--- config.mk ---
export PLATFORM = sky130hd
export DESIGN_NAME = tfdt_div
export DESIGN_NICKNAME = d
export VERILOG_FILES = /design/src/hw/rtl/tfdt_pkg.sv /design/src/hw/rtl/tfdt_div.sv
export SDC_FILE = /design/constraint.sdc
export NUM_CORES = 1
export LEC_CHECK = 0
export BUFFER_PORTS_ARGS = -buffer_cell sky130_fd_sc_hd__buf_2
export CAP_MARGIN = 10
export CORE_ASPECT_RATIO = 0.75
export CORE_MARGIN = 2
export CORE_UTILIZATION = 50
export CTS_BUF_LIST = sky130_fd_sc_hd__clkbuf_8
export DETAILED_ROUTE_END_ITERATION = 8
export MAX_ROUTING_LAYER = met4
export PLACE_DENSITY = 0.72
export SLEW_MARGIN = 20
export SYNTH_ARGS = -nofsm -noshare
export SYNTH_HDL_FRONTEND = slang
export SYNTH_SLANG_ARGS = --single-unit
--- constraint.sdc ---
create_clock -name i_clk -period 10.98 [get_ports i_clk]
set_input_delay 0 -clock i_clk [delete_from_list [all_inputs] [get_ports i_clk]]
set_output_delay 0 -clock i_clk [all_outputs]
set_load 0.02 [all_outputs]
--- src/hw/rtl/tfdt_pkg.sv ---
package tfdt_pkg;

    localparam int SCREEN_WIDTH  = 256;
    localparam int SCREEN_HEIGHT = 256;
    localparam int STORE_DEPTH   = SCREEN_WIDTH * SCREEN_HEIGHT;
    localparam int ADDR_W        = $clog2(STORE_DEPTH);

    localparam int DEPTH_W = 16;
    localparam int NUM_W   = 50;   // interpolation numerator
    localparam int DEN_W   = 32;   // determinant and weight numerators
    localparam int TEX_W   = 13;

    localparam logic signed [DEPTH_W-1:0] DEPTH_MIN = 16'sh8000;
    localparam logic signed [DEPTH_W-1:0] DEPTH_MAX = 16'sh7fff;

    localparam int CFG_IDX_W = 4;
    localparam int CFG_DATA_W = 40;
    localparam logic [CFG_IDX_W-1:0] CFG_VPOS0 = 4'd0;
    localparam logic [CFG_IDX_W-1:0] CFG_VPOS1 = 4'd1;
    localparam logic [CFG_IDX_W-1:0] CFG_VPOS2 = 4'd2;
    localparam logic [CFG_IDX_W-1:0] CFG_VTEX0 = 4'd3;
    localparam logic [CFG_IDX_W-1:0] CFG_VTEX1 = 4'd4;
    localparam logic [CFG_IDX_W-1:0] CFG_VTEX2 = 4'd5;
    localparam logic [CFG_IDX_W-1:0] CFG_TEXW  = 4'd6;
    localparam logic [CFG_IDX_W-1:0] CFG_TEXH  = 4'd7;

    localparam logic OP_SHADE = 1'b0;
    localparam logic OP_CLEAR = 1'b1;

    typedef enum logic [3:0] {
        S_CLEAR,
        S_IDLE,
        S_EDGE,
        S_COV,
        S_MAC,
        S_DIVGO,
        S_DIVW,
        S_TX,
        S_TY,
        S_TYW,
        S_DONE
    } t_state;

    typedef struct packed {
        logic we;
        logic [ADDR_W-1:0] waddr;
        logic signed [DEPTH_W-1:0] wdata;
        logic re;
        logic [ADDR_W-1:0] raddr;
    } t_ram_req;

endpackage

--- src/hw/rtl/tfdt_div.sv ---
module tfdt_div (
    input  logic                                i_clk,
    input  logic                                i_rst_n,
    input  logic                                i_start,
    input  logic signed [tfdt_pkg::NUM_W-1:0]   i_num,
    input  logic signed [tfdt_pkg::DEN_W-1:0]   i_den,
    output logic                                o_done,
    output logic signed [tfdt_pkg::NUM_W-1:0]   o_quot
);

    localparam int NW = tfdt_pkg::NUM_W;
    localparam int DW = tfdt_pkg::DEN_W;
    localparam int CNT_W = $clog2(NW);

    logic             r_busy;
    logic [CNT_W-1:0] r_cnt;
    logic [NW-1:0]    r_q;
    logic [DW:0]      r_rem;
    logic [DW-1:0]    r_den;
    logic             r_neg;
    logic             r_done;

    logic [DW:0] rem_sh;
    logic [DW:0] diff;
    logic        qbit;
    logic [DW:0] n_rem;
    logic [NW-1:0] q_next;

    always_comb begin
        rem_sh = {r_rem[DW-1:0], r_q[NW-1]};
        diff   = rem_sh - {1'b0, r_den};
        qbit   = ~diff[DW];
        n_rem  = qbit ? diff : rem_sh;
        q_next = {r_q[NW-2:0], qbit};
    end

    always_ff @(posedge i_clk) begin
        if (!i_rst_n) begin
            r_busy <= 1'b0;
            r_done <= 1'b0;
            r_cnt  <= '0;
        end else begin
            r_done <= 1'b0;
            if (i_start) begin
                r_busy <= 1'b1;
                r_cnt  <= '0;
            end else if (r_busy) begin
                r_cnt <= r_cnt + 1'b1;
                if (r_cnt == CNT_W'(NW - 1)) begin
                    r_busy <= 1'b0;
                    r_done <= 1'b1;
                end
            end
        end
    end

    always_ff @(posedge i_clk) begin
        if (i_start) begin
            r_q   <= i_num[NW-1] ? NW'(-i_num) : NW'(i_num);
            r_den <= i_den[DW-1] ? DW'(-i_den) : DW'(i_den);
            r_neg <= i_num[NW-1] ^ i_den[DW-1];
            r_rem <= '0;
        end else if (r_busy) begin
            r_q   <= q_next;
            r_rem <= n_rem;
            if (r_cnt == CNT_W'(NW - 1)) begin
                // truncate toward zero: fix sign of magnitude quotient
                o_quot <= r_neg ? -$signed(q_next) : $signed(q_next);
            end
        end
    end

    assign o_done = r_done;

endmodule

==> results of run 1 <==
## worst max-delay path by stage
stage                             start                   end  slack (ns)  cells past startpoint
detailed placement   r_den[0]$_DFFE_PP_  o_quot[46]$_DFFE_PP_        6.02                     16
floorplan            r_den[0]$_DFFE_PP_  o_quot[46]$_DFFE_PP_        6.48                     19
CTS                  r_den[0]$_DFFE_PP_  o_quot[46]$_DFFE_PP_        6.01                     16
finish                r_q[49]$_DFFE_PP_  o_quot[46]$_DFFE_PP_        5.93                     17
global placement    r_den[29]$_DFFE_PP_  o_quot[46]$_DFFE_PP_        6.20                     16
global route        r_den[29]$_DFFE_PP_  o_quot[26]$_DFFE_PP_        5.58                     16
## Yosys cell counts, drive strengths merged (3+ instances only)
library cell	number	area, um^2
o41ai	21	191
or2	6	40.0
nor2	115	432
nand4	12	75.1
a21o	18	135
nand3b	4	30.0
dfxtp	40	801
a21boi	6	45.0
o31ai	45	338
buf	6	27.5
and3	10	62.6
o21bai	3	22.5
xor2	58	508
a21oi	82	410
a211oi	25	188
mux2i	21	210
mux2	3	33.8
nand2	80	300
nor2b	5	31.3
and2	10	62.6
or4	17	139
nand2b	16	100
nor3	19	95.1
nand3	21	105
or3	18	118
o21a	6	45.0
clkbuf	48	180
o211ai	7	52.6
inv	51	191
nor4	17	113
ha	37	463
xnor2	94	823
o21ai	61	320
a311oi	4	35.0
a31oi	7	43.8
edfxtp	133	3990
o2111ai	4	35.0
## routing by layer
metal	global-route usage [%]	routed length, um	up-vias
met5	-	0	-
met4	6.15	340	0
met3	4.02	2050	26
met2	36.8	12400	392
met1	37.5	13900	4480
li1	-	-	4676
## metrics by stage
step / area (um^2) / worst slack, ns / hold slack (ns) / power, uW / utilization (%)
5_1_grt: 13200 / 5.58 / 0.0211 / 1750 / 60.5
4_1_cts: 13200 / 6.01 / 0.00540 / 1670 / 60.5
2_1_floorplan: 11100 / 6.48 / 0.0989 / 1080 / -
3_3_place_gp: 12000 / 6.20 / 0.236 / 1180 / 54.7
3_5_place_dp: 12000 / 6.02 / 0.235 / 1180 / 54.7
6_report: 13200 / 5.93 / 0.00469 / 1660 / 60.5
## critical path: stages, from the launching register on
cell and delay [ns]:
sky130_fd_sc_hd__edfxtp_1 0.35, sky130_fd_sc_hd__inv_1 0.05, sky130_fd_sc_hd__ha_1 0.22, sky130_fd_sc_hd__fa_1 0.40, sky130_fd_sc_hd__nand2b_1 0.19, sky130_fd_sc_hd__a21oi_1 0.24, sky130_fd_sc_hd__o211ai_1 0.22, sky130_fd_sc_hd__a21boi_0 0.49
sky130_fd_sc_hd__o2111a_1 0.30, sky130_fd_sc_hd__nor3_2 0.06, sky130_fd_sc_hd__inv_1 0.42, sky130_fd_sc_hd__ha_1 0.26, sky130_fd_sc_hd__nand2b_1 0.18, sky130_fd_sc_hd__or2_1 0.38, sky130_fd_sc_hd__or4_4 0.55, sky130_fd_sc_hd__or2_4 0.28
sky130_fd_sc_hd__o21ai_2 0.15, sky130_fd_sc_hd__xnor2_1 0.07
## layout make-up
type,instances,area share (%)
clock inverters,15,1.35
well taps,294,2.78
repair buffers,227,12.0
inverters,52,1.47
flip-flops and latches,173,36.2
clock buffers,17,1.77
multi-input cells,881,44.4
## logic make-up after synthesis
logic type | after synthesis | synth area share [%]
adders and majority gates | 38 | 4.36
xor gates and xnor gates | 152 | 12.0
buffers and inverters | 106 | 3.64
DFF | 173 | 43.3
AOI/OAI and AO/OA | 313 | 18.8
muxes | 24 | 2.20
and+or+nand+nor | 354 | 15.7
## flip-flops by register name (all words and copies together), names as in the netlist
signal  count
r_rem      32
o_quot     50
o_done      1
r_cnt       6
r_busy      1
r_neg       1
r_q        50
r_den      32
## where the power goes
part	switching, uW	leakage (uW)	internal (uW)	total [uW]
registers	40.9	0.00159	767	808
clock network	271	0.000197	192	463
logic	221	0.00318	173	394
total	533	0.00497	1130	1660
==> summary.md, run 1 <==
The worst register-to-register path has a depth of 17. In the final routed layout, each cell accounts on average for 17.3 um. The run finished with clean final reports. The count of nets left with antenna violations once routing finished came out at 0. The number of failing hold endpoints at the final stage came out at 0.

136 I/O pins were placed. Max-cap violations in this run came to 0. The total wire length came out at 28.7 mm. The launch point of the worst hold path was i_num[12]. Leaving out fill and tap cells, the most frequent cell in the layout is sky130_fd_sc_hd__buf_2. TritonCTS built the clock tree. In this run the tightest slew margin relative to its limit is 39.6%. In this run the critical register-to-register path is launched from r_q[49]$_DFFE_PP_.

The deepest level of the CTS H-tree is 4. The number of synthesis warnings was 0; the area of the mapped netlist was 0.0111 mm^2. Across all register-to-register paths, the minimum setup slack is 5.93 ns. The initial antenna violation count was 0; the leakage component of the power was 0.00497 uW.

The tools report the initial core utilization as 50.6%. STA puts the critical path data arrival time at 5.28 ns. After detailed routing, the number of remaining DRC violations is 0. The first-pass iteration count of the detailed router is 5.

The kind of start point of the critical path is a register. The most used flip-flop cell after synthesis is sky130_fd_sc_hd__edfxtp_1. The area growth from synthesis to final layout was 19.6%. The library cells used most frequently in the layout, excluding fill and tap cells, are 134 x sky130_fd_sc_hd__buf_2, 133 x sky130_fd_sc_hd__edfxtp_1, 115 x sky130_fd_sc_hd__nor2_1. The clock-pin slew on the worst setup and hold paths works out to 0.10 ns.

The final route contains 9,574 vias. Dividing total power by cell area gives a power density of 126 mW/mm^2. Entering global routing, the biggest net connects 95 pins. The number of cells on the worst hold path was 3; the number of cells in the design after placement was 1,541. The count of filler cells inserted in the layout is 1,839. The run gives 17 as the clock buffer count from CTS.

The die area was 0.0234 mm^2. The number of rows in the core area was 47. The number of nets in the layout was 1,475. The die is 133 um tall.

The core region area came out at 0.0219 mm^2. The gate count of the mapped netlist was 1,160. Routability-driven placement finished with a final weighted congestion of 0.915. The tools report the CTS root buffer as sky130_fd_sc_hd__clkbuf_8. The run gives 925 as the number of DRC markers after the initial detailed-route iteration. The first global-routing pass estimated 46.3 mm of wire.

The synthesized design contains 133 enable-type register cells. The max-slew violation count is 0, and the actual transition at the worst max-transition pin is 0.907 ns. The worst hold path terminates at r_q[12]$_DFFE_PP_.

The clock net in this run drives a total of 173 sinks. Using the TritonRoute via totals, the vias-per-cell ratio works out to 5.77. The top fanout value on the critical path was 12; the die boundary width was 176 um. Dividing the synthesized area by the synthesized cell count gives 9.54 um^2. Dividing the final minimum period by the clock period gives 46.0%. The synthesized design contains 173 register bits. The tools report the post-CTS resize count as 0. The total of buffers placed on input and output ports works out to 135. Detailed placement ended at an HPWL of 19.6 mm.

The count of unique library cells instantiated by Yosys is 69, and the worst voltage drop across the vdd grid is 0.0000665 V. Clock skew: 0.0199 ns. The run gives 9,095 as the number of global-route vias before repair. In the final timing run, aggregate negative setup slack is 0 ns. The logs give 198 MHz for the maximum operating frequency and 0 for the post-CTS setup buffer count. Setup repair after global routing left no endpoint under its margin.

The endpoint identified for the worst register-to-register timing path is o_quot[46]$_DFFE_PP_. Of the cells placed in the final design, the portion with a size suffix greater than 1 is 14.5%. The combined area of the multi-input logic cells is 0.00588 mm^2. In the final layout, flip-flops and latches occupy 0.00480 mm^2. The tightest min-delay check is of the in2reg type.

The minimum clock period after layout works out to 5.05 ns. The maximum clock insertion buffer count was 2; the count of hold buffers inserted by post-cts repair was 86. The net count after synthesis is 1,283, and the async set-or-reset flop fraction in the synthesized netlist is 0%.

The run gives 0.48 ns as the clock insertion delay at the later pin of the skew report. Sequential cells were found to cover 43.3% of the synthesized design area. For this run the aggregate overflow at the end of global routing stands at 0. The setup path with the least slack is of type reg2reg.

Setup violations remaining at the end of the flow were counted as 0. The number of antenna diodes in the final layout is 0. Global routing consumed, over all layers together, 25.5% of the routing resources. The logs give 11.21 ns for the data required time of the worst path and 1,659 for the final standard cell count with taps included and fillers excluded. The worst setup path is captured at a register.
(Power assumes the default switching activity.)
==> run 2: changes to the inputs <==
Clock period 10.98 ns to 4.9 ns, I/O delays scaled along.
==> summary.md, run 2 (synthesis results as in run 1) <==
Global routing finished with a remaining overflow of 0. The slowest stage of the critical path belongs to the cell sky130_fd_sc_hd__or4_4. Internal portion of total power: 2560 uW.

Setup repair after global routing left no endpoint under its margin. In this run the static leakage power is 0.00503 uW. The max-slew violation count is 0. The run gives 25.8% as the global routing usage summed across all routing layers. Static timing analysis puts the maximum clock frequency at 228 MHz. The run gives 0.0293 ns as the clock skew.

136 I/O pins were placed. For the reported net switching power, the log shows 1220 uW. TritonCTS built the clock tree. The run finished with clean final reports. The die covers 0.0234 mm^2. Routability-driven placement finished with a final weighted congestion of 0.933.

The largest registers in the layout are o_quot x50, r_q x50. In this run the critical register-to-register path is launched from r_den[0]$_DFFE_PP_. The reg2reg setup slack is 0.51 ns, and the wire length on met2 is 12.3 mm. For the met3 wire length, the log shows 2.14 mm. In this run, the number of DRC markers left after iteration 0 of detailed routing was 1,015. VDD sags by at most 0.000153 V. The floorplan has 47 rows. The final critical path takes up 89.6% of the cycle. The HPWL after detailed placement is 19.6 mm. Dividing the detail-routed wire length by the instance count gives 17.3 um.

The clock period could shrink to 4.39 ns. The run gives 0 as the setup violation total in the final timing report. The top fanout value on the critical path came out at 6.

Leaving out fill and tap cells, the most frequent cell in the layout is sky130_fd_sc_hd__buf_2. The type of the tightest min-delay check is in2reg. The total of buffers placed on input and output ports works out to 135. The worst setup path is captured at a register. The clock network accounts for 28.4% of the total power.

Dividing the detail-routed via count by the number of cells gives 5.78. The initial antenna violation count was 0. The actual transition at the worst max-transition pin was 1.04 ns; the total negative slack was 0 ns.

The post-CTS setup buffer count was 0; the number of failing hold endpoints at the final stage was 0. The worst hold path begins at i_num[4]. Buffers inserted during clock tree synthesis total 17. The CTS sink count is 173, and the number of cells in the design after placement is 1,546. Uppermost metal layer occupied by signal nets: met4. The switching portion of total power is 32.4%, and the count of max-cap constraint violations is 0. The routed design has 28.9 mm of wire.

Detailed routing inserted a total of 9,647 vias. The logs give 4.63 ns for the critical path data arrival time and 47.8% for the share of power burned in registers. Compared with the post-synthesis result, the final layout area differs by 20.6%. The largest single stage delay on the critical path is 0.56 ns. The die boundary width is 176 um. Layout cell share with drive strength beyond 1: 14.8%. After detailed routing, the number of remaining DRC violations is 0.

After detailed routing, the wire length on met1 is 13.9 mm. The critical path in this run is classified as reg2reg. The worst pin sits at a relative slew slack of 30.9%. After floorplanning, the core was sized to cover 0.0219 mm^2. The cell sitting at the root of the clock tree is a sky130_fd_sc_hd__clkbuf_8.

After clock tree synthesis, the clock-pin slew on the worst setup and hold paths is 0.10 ns. The number of nets in the layout was 1,485; the die height was 133 um. Clock insertion delay at the later pin of the skew report: 0.49 ns.

In the layout the commonest cells are 134 x sky130_fd_sc_hd__buf_2, 133 x sky130_fd_sc_hd__edfxtp_1, 115 x sky130_fd_sc_hd__nor2_1. The first detailed-routing pass took 7 iterations. Data required time of the worst path: 5.14 ns. The maximum clock insertion buffer count is 2, and the combinational power share is 23.7%. The tools report the pin count of the biggest net entering global routing as 109. The kind of start point of the critical path was a register. The run gives 9,032 as the number of global-route vias before repair.

The beginning of the critical path is r_den[0]$_DFFE_PP_. The initial utilization of the core area, before any placement, comes to 50.6%. The number of inserted diodes came out at 0. The first global-routing pass estimated 46.8 mm of wire. Walking the worst path, the cells encountered are ha_1 -> fa_1 -> nand2b_1 -> a21oi_1 -> o211ai_1 -> a21boi_0 -> o2111a_1 -> nor3_2 -> inv_1 -> ha_1 -> nand2b_1 -> or2_1 -> or4_4 -> or2_4 -> o21ai_2 -> xnor2_1.

The finished layout holds 1,669 standard cells, fillers aside. The deepest level of the CTS H-tree was 4; the power density of the placed cells was 283 mW/mm^2. The detail route stage leaves a number of antenna-violating nets equal to 0.
[run 2: changes by cell type in the layout (fill, tap and decap cells not counted), sizes merged]
cell,change
buf,+5
clkinvlp,-2
inv,+3
clkinv,-1
dlygate4sd3,+5
[run 2: path summary, 6_finish.rpt]
path	end	depth (start not counted)
worst min register to register	r_cnt[5]$_SDFFE_PP0P_	2
worst max-delay path	o_quot[46]$_DFFE_PP_	16
worst min-delay path	r_q[4]$_DFFE_PP_	3
worst max register to register	o_quot[46]$_DFFE_PP_	16
[run 2: per-stage QoR]
| step | cell area, um^2 | worst slack [ns] | power, uW | util [%] | hold slack, ns |
|---|---|---|---|---|---|
| detailed placement | 12000 | 0.442 | 2650 | 54.9 | 0.239 |
| global placement | 12000 | 0.613 | 2630 | 54.8 | 0.239 |
| global route | 13300 | 0.180 | 3970 | 61.0 | 0.0233 |
| floorplan | 11100 | 0.400 | 2410 | - | 0.0989 |
| finish | 13300 | 0.512 | 3780 | 61.0 | 0.0312 |
| CTS | 13300 | 0.414 | 3780 | 61.0 | 0.00513 |
[run 2: area by class of cell]
type,instances,area [um^2]
repair buffers,237,1680
fillers,1808,8530
clock inverters,15,191
flip-flops and latches,173,4800
multi-input cells,881,5890
inverters,52,195
well taps,294,368
clock buffers,17,234
[run 2: metal layers]
metal	track usage [%]	vias up
met3	4.89	51
li1	-	4710
met1	37.4	4479
met2	36.7	407
met4	7.76	0
met5	-	-
[run 2: worst max-delay path, delay by kind of cell, from the launching register on]
family	cells	cell delay, ns
and+or+nand+nor	6	1.61
xor gates and xnor gates	1	0.07
AOI/OAI and AO/OA	5	1.21
buffers and inverters	1	0.09
DFF	1	0.39
adders and majority gates	3	0.77
[run 2: power by group through the flow]
stage | sequential, uW | combinational, uW | clock (uW)
2_1_floorplan | 1810 | 601 | 0
3_3_place_gp | 1840 | 797 | 0
3_5_place_dp | 1840 | 810 | 0
4_1_cts | 1810 | 880 | 1090
5_1_grt | 1820 | 996 | 1150
6_report | 1810 | 898 | 1070
[run 2: timing repair]
| item | 4_1_cts | 5_1_grt |
|---|---|---|
| hold endpoints to repair | 86 | 0 |
| gates resized for setup | 0 | 1 |
| setup endpoints to repair | 0 | 1 |
| hold buffers | 91 | 0 |
==> run 3: changes to the inputs <==
Settings changed: CORE_MARGIN 2 to not set, SKIP_CTS_REPAIR_TIMING set to 1.
==> summary.md, run 3 (synthesis results as in run 1) <==
Sort of element at the end of the critical path: a register. The logs give 0 ns for the total negative slack and 5.14 ns for the data required time of the worst path. Global routing used 24.6% of the available tracks across all layers. The initial core utilization is 51.7%.

The category of the most critical setup path is reg2reg. The checks that failed: negative hold slack. The first detailed-routing pass ran for 8 iterations.

The reg2reg setup slack came out at 0.48 ns. In this run the power density over the cells is 283 mW/mm^2. Static timing analysis puts the maximum clock frequency at 226 MHz. The layout cell share with drive strength beyond 1 is 15.1%. Worst voltage drop across the vdd grid: 0.000182 V.

The core region area is 0.0214 mm^2, and the clock insertion delay at the later pin of the skew report is 0.49 ns. In this run the number of H-tree levels came out at 4. At the pin with the least slew margin, the transition time is 0.986 ns. The area growth from synthesis to layout is 17.7%. The die height was 131 um.

The CTS sink count is 173. The min-delay analysis places its worst path in the category in2reg. The total of buffers placed on input and output ports was 135; the sequential cell area was 0.00480 mm^2. The multi-input combinational cells in the finished layout cover a total of 0.00589 mm^2. TritonCTS built the clock tree. Dividing the detail-routed wire length by the instance count gives 17.1 um.

The clock period could shrink to 4.42 ns. The number of failing hold endpoints at the final stage is 12, and the number of DRC markers after the initial detailed-route iteration is 1,003. The library cell used most frequently in the layout, excluding fill and tap cells, is sky130_fd_sc_hd__buf_2. The count of nets left with antenna violations once routing finished came out at 0. In the layout the commonest cells are 134 x sky130_fd_sc_hd__buf_2, 133 x sky130_fd_sc_hd__edfxtp_1, 115 x sky130_fd_sc_hd__nor2_1.

The maximum clock insertion buffer count was 2. The tools report the number of global-route vias before repair as 8,292. The logs give 0.898 for the placer's final routability congestion estimate and 0.0221 ns for the clock skew. The first global-routing pass estimated 43.1 mm of wire.

The worst path uses 90.1% of the clock period. The worst hold path was traced through 3 stages. Pin placement for this block handled 136 I/O pins. Cells fill 60.9% of the core in the end. The kind of start point of the critical path was a register.

Launch point of the worst hold path: i_num[16]. The largest registers in the layout are o_quot x50, r_q x50. The count of max-cap constraint violations was 0.

Summed over all layers, the global routing overflow is 0. Clock tree synthesis selected as its root buffer the cell sky130_fd_sc_hd__clkbuf_8. Clock tree synthesis inserted a total of 17 buffers. The logs give 4.66 ns for the critical path data arrival time and 34.3% for the headroom to the max-slew limit.

Setup repair after global routing left no endpoint under its margin. The top fanout value on the critical path came out at 6. For this design the static power due to leakage is 0.00490 uW. For the number of vias in the routed layout, the log shows 9,492. The number of antenna diodes in the final layout is 0. After detailed routing, the number of vias per cell comes to 5.81. The floorplan step defined a die boundary enclosing 0.0227 mm^2. The initial antenna violation count is 0, and the number of rows in the core area is 46. The endpoint identified for the worst register-to-register timing path is o_quot[46]$_DFFE_PP_.

Clock-pin slew was measured on the worst setup and hold paths at 0.11 ns. Count of filler cells inserted in the layout: 1,806. The end of the worst hold path is r_q[16]$_DFFE_PP_. The number of DRC violations after detailed routing is 0. Entering global routing, the biggest net connects 107 pins. The startpoint identified for the worst register-to-register timing path is r_den[14]$_DFFE_PP_.

From left edge to right edge, the die measures 174 um. Max-slew violation count: 0. After detailed routing, the total wire length is 28.0 mm. Once detailed placement completed, the half-perimeter wirelength came to 19.5 mm. Number of nets in the layout: 1,457. The worst hold slack across all endpoints is -0.0541 ns.

The depth of the worst register-to-register path was 16. The flow ran to the end, but the final reports show violations. The tools report the setup violation total in the final timing report as 0.
-- run 3: worst max-delay path by stage --
| stage | start | end | slack [ns] | cells after the start |
|---|---|---|---|---|
| 2_1_floorplan | r_den[0]$_DFFE_PP_ | o_quot[46]$_DFFE_PP_ | 0.40 | 19 |
| 3_3_place_gp | r_den[11]$_DFFE_PP_ | o_quot[46]$_DFFE_PP_ | 0.59 | 16 |
| 3_5_place_dp | r_den[14]$_DFFE_PP_ | o_quot[46]$_DFFE_PP_ | 0.39 | 16 |
| 4_1_cts | r_den[14]$_DFFE_PP_ | o_quot[46]$_DFFE_PP_ | 0.39 | 16 |
| 5_1_grt | r_den[14]$_DFFE_PP_ | o_quot[26]$_DFFE_PP_ | 0.15 | 16 |
| 6_report | r_den[14]$_DFFE_PP_ | o_quot[46]$_DFFE_PP_ | 0.48 | 16 |
-- run 3: layer usage --
| metal | track usage [%] | wire, um |
|---|---|---|
| met4 | 5.06 | 297 |
| met3 | 4.75 | 2190 |
| met5 | - | 0 |
| met1 | 36.2 | 13500 |
| met2 | 34.8 | 12100 |
-- run 3: power by group --
| part | internal (uW) | total (uW) | switching [uW] | leakage [uW] |
|---|---|---|---|---|
| clock | 387 | 1010 | 622 | 0.000200 |
| combinational | 376 | 871 | 495 | 0.00311 |
| sequential | 1720 | 1810 | 90.2 | 0.00159 |
-- run 3: critical path, cell delays in order, from the launching register on --
cell                       delay, ns
sky130_fd_sc_hd__edfxtp_1       0.34
sky130_fd_sc_hd__inv_1          0.04
sky130_fd_sc_hd__ha_1           0.34
sky130_fd_sc_hd__a21oi_1        0.36
sky130_fd_sc_hd__a21boi_0       0.18
sky130_fd_sc_hd__a311oi_2       0.38
sky130_fd_sc_hd__nand4_1        0.25
sky130_fd_sc_hd__a21boi_0       0.33
sky130_fd_sc_hd__nor3_2         0.10
sky130_fd_sc_hd__inv_1          0.09
sky130_fd_sc_hd__ha_1           0.16
sky130_fd_sc_hd__nand2b_1       0.17
sky130_fd_sc_hd__or2_1          0.38
sky130_fd_sc_hd__or4_4          0.56
sky130_fd_sc_hd__or2_4          0.28
sky130_fd_sc_hd__o21ai_2        0.15
sky130_fd_sc_hd__xnor2_1        0.07
-- run 3: metrics by stage --
stage / hold WS, ns / area, um^2 / std cells / power [uW] / setup slack, ns
2_1_floorplan: 0.0989 / 11100 / 1160 / 2410 / 0.400
3_3_place_gp: 0.235 / 12000 / 1540 / 2630 / 0.587
3_5_place_dp: 0.232 / 12000 / 1540 / 2650 / 0.391
4_1_cts: -0.277 / 12400 / 1572 / 3650 / 0.394
5_1_grt: 0.00499 / 13000 / 1635 / 3870 / 0.152
6_report: -0.0541 / 13000 / 1635 / 3690 / 0.483
-- run 3: cell type report --
cell class / instances / share of cell area (%)
clock buffers: 17 / 1.80
multi-input cells: 881 / 45.2
well taps: 288 / 2.77
flip-flops and latches: 173 / 36.8
repair buffers: 209 / 10.7
inverters: 52 / 1.50
clock inverters: 15 / 1.27
